**config.mk**
```make
export PLATFORM = sky130hd
export DESIGN_NAME = ordered_list_engine_flat
export DESIGN_NICKNAME = d
export VERILOG_FILES = /design/src/sv/ole_pkg.sv /design/src/sv/ole_if.sv /design/src/sv/ordered_list_engine.sv /design/src/sv/ole_store.sv /design/src/flat_wrapper.sv
export SDC_FILE = /design/constraint.sdc
export NUM_CORES = 1
export LEC_CHECK = 0
export ABC_AREA = 0
export BUFFER_PORTS_ARGS = -buffer_cell sky130_fd_sc_hd__buf_4
export CAP_MARGIN = 0
export CELL_PAD_IN_SITES_DETAIL_PLACEMENT = 1
export CELL_PAD_IN_SITES_GLOBAL_PLACEMENT = 1
export CORE_ASPECT_RATIO = 1.75
export CORE_UTILIZATION = 41
export CTS_CLUSTER_DIAMETER = 150
export CTS_CLUSTER_SIZE = 20
export DETAILED_ROUTE_END_ITERATION = 8
export PLACE_DENSITY_LB_ADDON = 0.1
export SYNTH_ARGS = -nofsm -noshare
export SYNTH_HDL_FRONTEND = slang
export SYNTH_SLANG_ARGS = --single-unit
```
**constraint.sdc**
```tcl
create_clock -name clk -period 13.15 [get_ports clk]
set_input_delay 0.6575 -clock clk [delete_from_list [all_inputs] [get_ports clk]]
set_output_delay 0.6575 -clock clk [all_outputs]
set_load 0.005 [all_outputs]
```
**src/sv/ole_pkg.sv**
```systemverilog
// Package for the ordered list engine: sizes, command and status codes, types.
// No dependencies.
`default_nettype none
package ole_pkg;
    localparam int DEPTH = 16;
    localparam int AW = (DEPTH > 1) ? $clog2(DEPTH) : 1;
    localparam int CW = $clog2(DEPTH + 1);

    typedef enum logic [1:0] {
        FN_APPEND = 2'd0,
        FN_POP_HEAD = 2'd1,
        FN_POP_TAIL = 2'd2,
        FN_DELETE = 2'd3
    } func_t;

    typedef enum logic [1:0] {
        ST_OK = 2'd0,
        ST_EMPTY = 2'd1,
        ST_NOT_FOUND = 2'd2,
        ST_FULL = 2'd3
    } status_t;

    typedef enum logic [2:0] {
        S_IDLE,
        S_SCAN,
        S_SHIFT,
        S_DONE
    } state_t;

    // memory port bundle between controller and storage
    typedef struct packed {
        logic          rd_en;
        logic [AW-1:0] rd_addr;
        logic          wr_en;
        logic [AW-1:0] wr_addr;
        logic [31:0]   wr_data;
    } mem_req_t;
endpackage
`default_nettype wire

```
**src/sv/ole_if.sv**
```systemverilog
// Request and result channel interfaces for the ordered list engine.
// No dependencies.
`default_nettype none
interface ole_req_if;
    logic        valid;
    logic        ready;
    logic [1:0]  func;
    logic signed [31:0] value;
    modport source (output valid, func, value, input ready);
    modport sink (input valid, func, value, output ready);
endinterface

interface ole_rsp_if;
    logic        valid;
    logic        ready;
    logic [1:0]  status;
    logic signed [31:0] removed_value;
    logic [4:0]  entry_count;
    modport source (output valid, status, removed_value, entry_count, input ready);
    modport sink (input valid, status, removed_value, entry_count, output ready);
endinterface
`default_nettype wire

```
**src/sv/ordered_list_engine.sv**
```systemverilog
// Ordered list engine: bounded list of signed 32-bit values in one RAM.
// Append writes at the tail, and any removal on an empty list reports empty without a read;
// pop tail reads the last entry only, while pop head and delete scan every entry, one per
// cycle, and shift later entries up. One request at a time; the next is taken once the
// result is taken or in the cycle it leaves.
// Reset clears the length and control; RAM is not cleared. Depends on ole_pkg, ole_if, ole_store.
`default_nettype none
module ordered_list_engine (
    input  wire logic clk,
    input  wire logic rst_n,
    ole_req_if.sink   req,
    ole_rsp_if.source rsp
);
    localparam int AW = ole_pkg::AW;
    localparam int CW = ole_pkg::CW;
    localparam logic [CW-1:0] DEPTH_C = CW'(ole_pkg::DEPTH);

    ole_pkg::state_t state_reg, state_next;
    logic [CW-1:0] len_reg, len_next;
    logic [CW-1:0] idx_reg, idx_next;     // read position of the scan
    logic          found_reg, found_next; // match seen; now shifting
    logic [31:0]   key_reg, key_next;
    logic [1:0]    func_reg, func_next;
    logic [1:0]    st_reg, st_next;
    logic [31:0]   rem_reg, rem_next;
    logic          vld_reg, vld_next;
    logic          rd_pend_reg, rd_pend_next;
    ole_pkg::mem_req_t mreq;
    logic [31:0]   rd_data;
    logic          take;

    ole_store u_store (.clk(clk), .req(mreq), .rd_data(rd_data));

    assign take = req.valid && req.ready;
    assign req.ready = (state_reg == ole_pkg::S_IDLE) && (!vld_reg || rsp.ready);
    assign rsp.valid = vld_reg;
    assign rsp.status = st_reg;
    assign rsp.removed_value = rem_reg;
    assign rsp.entry_count = 5'(len_reg);

    always_ff @(posedge clk or negedge rst_n)
    begin
        if (!rst_n)
        begin
            state_reg <= ole_pkg::S_IDLE;
            len_reg <= '0;
            vld_reg <= 1'b0;
            found_reg <= 1'b0;
            rd_pend_reg <= 1'b0;
        end
        else
        begin
            state_reg <= state_next;
            len_reg <= len_next;
            vld_reg <= vld_next;
            found_reg <= found_next;
            rd_pend_reg <= rd_pend_next;
        end
    end

    always_ff @(posedge clk)
    begin
        idx_reg <= idx_next;
        key_reg <= key_next;
        func_reg <= func_next;
        st_reg <= st_next;
        rem_reg <= rem_next;
    end

    // sequencer: scan reads entry idx; data arrives next cycle as rd_data
    always_comb
    begin
        state_next = state_reg;
        len_next = len_reg;
        idx_next = idx_reg;
        found_next = found_reg;
        key_next = key_reg;
        func_next = func_reg;
        st_next = st_reg;
        rem_next = rem_reg;
        vld_next = vld_reg && !rsp.ready;
        rd_pend_next = 1'b0;
        mreq = '0;
        case (state_reg)
            ole_pkg::S_IDLE:
            begin
                if (take)
                begin
                    func_next = req.func;
                    key_next = req.value;
                    rem_next = '0;
                    st_next = ole_pkg::ST_OK;
                    found_next = 1'b0;
                    case (ole_pkg::func_t'(req.func))
                        ole_pkg::FN_APPEND:
                        begin
                            if (len_reg >= DEPTH_C)
                            begin
                                st_next = ole_pkg::ST_FULL;
                            end
                            else
                            begin
                                mreq.wr_en = 1'b1;
                                mreq.wr_addr = len_reg[AW-1:0];
                                mreq.wr_data = req.value;
                                len_next = len_reg + 1'b1;
                            end
                            state_next = ole_pkg::S_DONE;
                        end
                        default:
                        begin
                            if (len_reg == '0)
                            begin
                                st_next = ole_pkg::ST_EMPTY;
                                state_next = ole_pkg::S_DONE;
                            end
                            else
                            begin
                                // pop tail reads the last entry only
                                idx_next = (req.func == 2'(ole_pkg::FN_POP_TAIL))
                                           ? len_reg - 1'b1 : '0;
                                mreq.rd_en = 1'b1;
                                mreq.rd_addr = idx_next[AW-1:0];
                                rd_pend_next = 1'b1;
                                state_next = ole_pkg::S_SCAN;
                            end
                        end
                    endcase
                end
            end
            ole_pkg::S_SCAN:
            begin
                // rd_data holds entry idx_reg
                if (found_reg)
                begin
                    // move entry idx up one place
                    mreq.wr_en = 1'b1;
                    mreq.wr_addr = AW'(idx_reg - 1'b1);
                    mreq.wr_data = rd_data;
                end
                if (!found_reg && (func_reg != 2'(ole_pkg::FN_DELETE)
                                   || rd_data == key_reg))
                begin
                    found_next = 1'b1;
                    rem_next = rd_data;
                end
                if (found_next && func_reg == 2'(ole_pkg::FN_POP_TAIL))
                begin
                    len_next = len_reg - 1'b1;
                    state_next = ole_pkg::S_DONE;
                end
                else if (idx_reg + 1'b1 >= len_reg)
                begin
                    if (found_next)
                    begin
                        len_next = len_reg - 1'b1;
                    end
                    else
                    begin
                        st_next = ole_pkg::ST_NOT_FOUND;
                    end
                    state_next = ole_pkg::S_DONE;
                end
                else
                begin
                    idx_next = idx_reg + 1'b1;
                    mreq.rd_en = 1'b1;
                    mreq.rd_addr = idx_next[AW-1:0];
                    rd_pend_next = 1'b1;
                end
            end
            ole_pkg::S_DONE:
            begin
                vld_next = 1'b1;
                state_next = ole_pkg::S_IDLE;
            end
            default:
            begin
                state_next = ole_pkg::S_IDLE;
            end
        endcase
    end

    // checks on the sequencer
    a_len_bound: assert property (@(posedge clk) disable iff (!rst_n)
        len_reg <= DEPTH_C) else $error("length beyond depth");
    a_scan_has_data: assert property (@(posedge clk) disable iff (!rst_n)
        state_reg == ole_pkg::S_SCAN |-> rd_pend_reg) else $error("scan without read");
    a_idle_on_result: assert property (@(posedge clk) disable iff (!rst_n)
        state_reg == ole_pkg::S_DONE |=> vld_reg && state_reg == ole_pkg::S_IDLE)
        else $error("result not posted");
    a_len_step: assert property (@(posedge clk) disable iff (!rst_n)
        state_reg != ole_pkg::S_IDLE |=> $stable(len_reg) || state_reg == ole_pkg::S_DONE)
        else $error("length changed mid-scan");
endmodule
`default_nettype wire

```
**src/sv/ole_store.sv**
```systemverilog
// Entry storage: one synchronous RAM, one write and one read port, registered read.
// Depends on ole_pkg.
`default_nettype none
module ole_store (
    input  wire logic              clk,
    input  wire ole_pkg::mem_req_t req,
    output logic [31:0]            rd_data
);
    logic [31:0] mem [ole_pkg::DEPTH];

    always_ff @(posedge clk)
    begin
        if (req.wr_en)
        begin
            mem[req.wr_addr] <= req.wr_data;
        end
        if (req.rd_en)
        begin
            rd_data <= mem[req.rd_addr];
        end
    end
endmodule
`default_nettype wire
```
**src/flat_wrapper.sv**
```systemverilog
// flat-port wrapper written by rule: the top's interface ports become plain ports
module ordered_list_engine_flat 
  (clk, rst_n, req_valid, req_func, req_value, req_ready, rsp_valid, rsp_status, rsp_removed_value, rsp_entry_count, rsp_ready);
  ole_req_if req_i ();
  ole_rsp_if rsp_i ();
  input  wire logic clk;
  input  wire logic rst_n;
  input wire logic [$bits(req_i.valid)-1:0] req_valid;
  input wire logic [$bits(req_i.func)-1:0] req_func;
  input wire logic [$bits(req_i.value)-1:0] req_value;
  output wire logic [$bits(req_i.ready)-1:0] req_ready;
  output wire logic [$bits(rsp_i.valid)-1:0] rsp_valid;
  output wire logic [$bits(rsp_i.status)-1:0] rsp_status;
  output wire logic [$bits(rsp_i.removed_value)-1:0] rsp_removed_value;
  output wire logic [$bits(rsp_i.entry_count)-1:0] rsp_entry_count;
  input wire logic [$bits(rsp_i.ready)-1:0] rsp_ready;
  assign req_i.valid = req_valid;
  assign req_i.func = req_func;
  assign req_i.value = req_value;
  assign req_ready = req_i.ready;
  assign rsp_valid = rsp_i.valid;
  assign rsp_status = rsp_i.status;
  assign rsp_removed_value = rsp_i.removed_value;
  assign rsp_entry_count = rsp_i.entry_count;
  assign rsp_i.ready = rsp_ready;
  ordered_list_engine u_core (.clk(clk), .rst_n(rst_n), .req(req_i), .rsp(rsp_i));
endmodule
```
==> qor.yml <==
portBuffers: 78
sw_frac_of_total: 0.3880
finalWirelength_um: 74110
synth_top_family_by_area: "compound AO/OA/AOI/OAI gates"
netlist_instances: 1541
cellLeakagePower_nw: 10.03
critPathMaxFanout: 54
status: "finished clean"
tightest_slew_ns: 1.169
coreArea_mm2: 0.06207
p_int_mw: 4.367
largest_register: "u_core.u_store.mem"
synth_compound_area_frac: 0.09935
synth_ff_type: "edfxtp_1"
clock_skew_ns: 0.02547
period_share: 0.3900
seq_area_mm2: 0.01875
cp_slowest_stage_delay_ns: 0.60
period_needed_ns: 5.128
power_mw: 7.136
p_switching_mw: 2.769
slew_headroom: 0.2206
clk_pin_slew_ns: 0.09
diodes: 0
wl_per_cell_um: 30.92
worst_ir_drop_vdd_mv: 0.2640
clkLatencyLatePin_ns: 0.58
die_w_um: 191.2
cts_root_buf: "clkbuf_16"
drt-initial-drc-count: 964
r2r_cells: 14
ys_ff_latch: 626
rsz0062_at_grt: "false"
slew_violations: 0
drive_gt1_frac: 0.1496
clkSinkCount: 626
end_kind: "register"
setup_tns_ns: 0
hold-path-endpoint: "u_core.key_reg[13]$_DFFE_PP_"
crit_buf_inv: 4
clockBufferDepth: 3
crit_chain: "ha_1 > xnor2_1 > inv_1 > ha_1 > or2_2 > a21oi_1 > o31ai_4 > buf_4 > buf_4 > nand2_4 > buf_4 > a211oi_1 > a211oi_1 > a211o_1"
antenna_left: 0
setup_viol: 0
antenna_found_initial: 2
grt_pass1_wl_um: 107000
die_y_um: 333.1
grt_pass1_vias: 15320
hpwl_um: 41760
fin_nets: 1638
pwr-share-clk: 0.165
required_ns: 13.47
finalInstanceArea_mm2: 0.02819
firstDrtPassIters: 5
row_count: 121
slowest_stage: "buf_4"
seqPwrFrac: 0.431
crit_type: "reg -> reg"
drc_errors: 0
crit_top_cell: "buf_4"
synth_xor_area_frac: 0.01467
grt_usage: 0.2360
drt-vias-per-instance: 5.979
ys_warn_count: 0
hold_violations: 0
r2r_setup_slack_ns: 8.02
fillers: 5995
cts_tree: "built"
hold_path.class: "in -> reg"
cp.arrival_ns: 5.45
min_path_cells: 1
synth_fp_nets: 1589
async_flop_share: 0.01438
worstHoldStart: "req_value[13]"
worstReg2RegEnd: "u_core.u_store.rd_data[1]$_DFFE_PP_"
synthAdderAreaFrac: 0.004872
routabilityCongestion: 0.7915
fp.dieArea_mm2: 0.06368
power_frac_comb: 0.403
synthMuxAreaShare: 0.06246
htree_num_levels: 2
area_growth_pct: 9.793
grt_max_degree: 62
ys_seq_area_frac: 0.7303
r2r_start: "u_core.idx_reg[0]$_DFFE_PP_"
avgSynthCellArea_um2: 16.66
max_freq_mhz: 195.0
synth-edff-count: 617
yosys.area_share.simple: 0.06344
whs_ns: 0.2656
post-place-ws_ns: 7.993
num_vias: 14330
ioPinCount: 79
post_dp_cell_area_mm2: 0.02716
synth_cell_types: 64
initial_core_util: 0.4137
critPathLaunchType: "register"
drv_cap: 0
largest_register_ffs: 512
multiInputGateArea_mm2: 0.006496
power.density_mw_per_mm2: 253.1
setup_ws_ns: 8.022
syn_area_mm2: 0.02568
path_delay_family: "buffers and inverters"
gr-total-overflow: 0
cts_buffers: 37
[worst max-delay path by stage]
stage                                 from                              endpoint  slack [ns]  cells after the start
2_1_floorplan                    rsp_ready   u_core.u_store.mem[14][0]$_DFFE_PP_        8.67                      9
3_3_place_gp   u_core.idx_reg[0]$_DFFE_PP_  u_core.u_store.rd_data[11]$_DFFE_PP_        8.16                     14
3_5_place_dp   u_core.idx_reg[0]$_DFFE_PP_  u_core.u_store.rd_data[23]$_DFFE_PP_        7.99                     14
4_1_cts        u_core.idx_reg[0]$_DFFE_PP_  u_core.u_store.rd_data[23]$_DFFE_PP_        7.95                     14
5_1_grt        u_core.idx_reg[0]$_DFFE_PP_   u_core.u_store.rd_data[1]$_DFFE_PP_        7.64                     14
6_report       u_core.idx_reg[0]$_DFFE_PP_   u_core.u_store.rd_data[1]$_DFFE_PP_        8.02                     14
[cell usage in the layout, fill, tap and decap left out, types with 3 or more instances in the layout]
| cell | n |
|---|---|
| nor4_1 | 8 |
| edfxtp_1 | 617 |
| a211oi_1 | 123 |
| inv_1 | 14 |
| and2_1 | 33 |
| clkbuf_16 | 39 |
| o22ai_1 | 4 |
| nor3_1 | 7 |
| or2_2 | 3 |
| nor2_1 | 8 |
| mux2_2 | 34 |
| and3_1 | 94 |
| nand2b_1 | 4 |
| buf_4 | 114 |
| o21ai_0 | 20 |
| a22oi_1 | 4 |
| a211o_1 | 33 |
| xor2_1 | 33 |
| dfrtp_1 | 9 |
| a221oi_1 | 30 |
| a21oi_1 | 5 |
| and2_2 | 3 |
| o211ai_1 | 9 |
| xnor2_1 | 10 |
| nand3_1 | 17 |
| nor2_4 | 17 |
| nor3b_1 | 31 |
| a2bb2oi_1 | 31 |
| a22o_1 | 34 |
| mux2i_1 | 122 |
| nand2_1 | 25 |
| clkbuf_1 | 6 |
| ha_1 | 10 |
[cells by family after synthesis]
family                   Yosys count
flip-flops                       626
AO/OA/AOI/OAI                    316
AND/OR/NAND/NOR                  270
multiplexers                     156
buffers and inverters            120
XOR/XNOR                          43
adder cells (fa/ha/maj)           10
[worst register-to-register path: cells and delay by family, from the launching register on]
family | cells | cell delay (ns)
AOI/OAI and AO/OA | 5 | 1.10
xor gates and xnor gates | 1 | 0.34
adders and majority gates | 2 | 0.60
buffers and inverters | 4 | 1.75
DFF | 1 | 0.53
and+or+nand+nor | 2 | 0.56
[power groups by stage]
stage	Sequential (mW)	Combinational, mW	Clock (mW)
6_report	3.08	2.88	1.18
5_1_grt	3.11	3.10	1.27
4_1_cts	3.08	2.93	1.21
3_5_place_dp	3.12	2.93	0
3_3_place_gp	3.12	2.86	0
2_1_floorplan	3.03	1.86	0
[cells in the mapped netlist, drive strengths merged (2+ instances only)]
master     n  area, um2
a22o      34      297.8
a31oi      2      12.51
a21oi      5      25.02
and2      36      225.2
nor2b      3      18.77
o21ai     20      100.1
or3        2      12.51
inv       15      56.30
ha        10      125.1
or2        3      18.77
o211ai    10      80.07
nor3b     31      232.7
buf       51      380.4
nor3       9      55.05
nand3     17      85.08
a22oi      4      30.03
a2bb2oi   31      271.5
nor4      10      75.07
o31a       3      27.53
xnor2     10      87.58
mux2i    122       1221
and3      94      588.1
a32o       2      20.02
nand4      3      33.78
a221oi    30      262.8
mux2      34      382.9
xor2      33      289.0
a211oi   125      948.4
clkbuf    54      203.9
a211o     33      289.0
dfrtp      9      225.2
nand2     29      113.9
nand2b     5      38.78
o22ai      5      31.28
nor2      25      101.4
edfxtp   617      18530
[metal layers]
layer	vias up	GRT usage	share of wire
met5	-	0	0
met4	0	0.08139	0.034
met3	109	0.02852	0.034
met2	327	0.4231	0.53
met1	7639	0.2899	0.41
li1	6256	-	-
[repair_timing]
action	CTS	global route
gates resized for setup	0	0
hold buffers	1	0
hold endpoints to repair	9	0
setup buffers	0	0
[through the flow]
stage                     utilization  cells
after floorplan                     -   1541
after global placement         0.4376   2349
after detailed placement       0.4376   2349
after CTS                      0.4542   2397
after global routing           0.4542   2397
final                          0.4542   2397
[cell type report]
class,count,share of cell area
flip-flops and latches,626,0.6651
multi-input cells,795,0.2304
well taps,799,0.03546
clock buffers,45,0.03541
repair buffers,115,0.03071
inverters,15,0.001997
clock inverters,2,0.0008875
(Power assumes the default switching activity.)
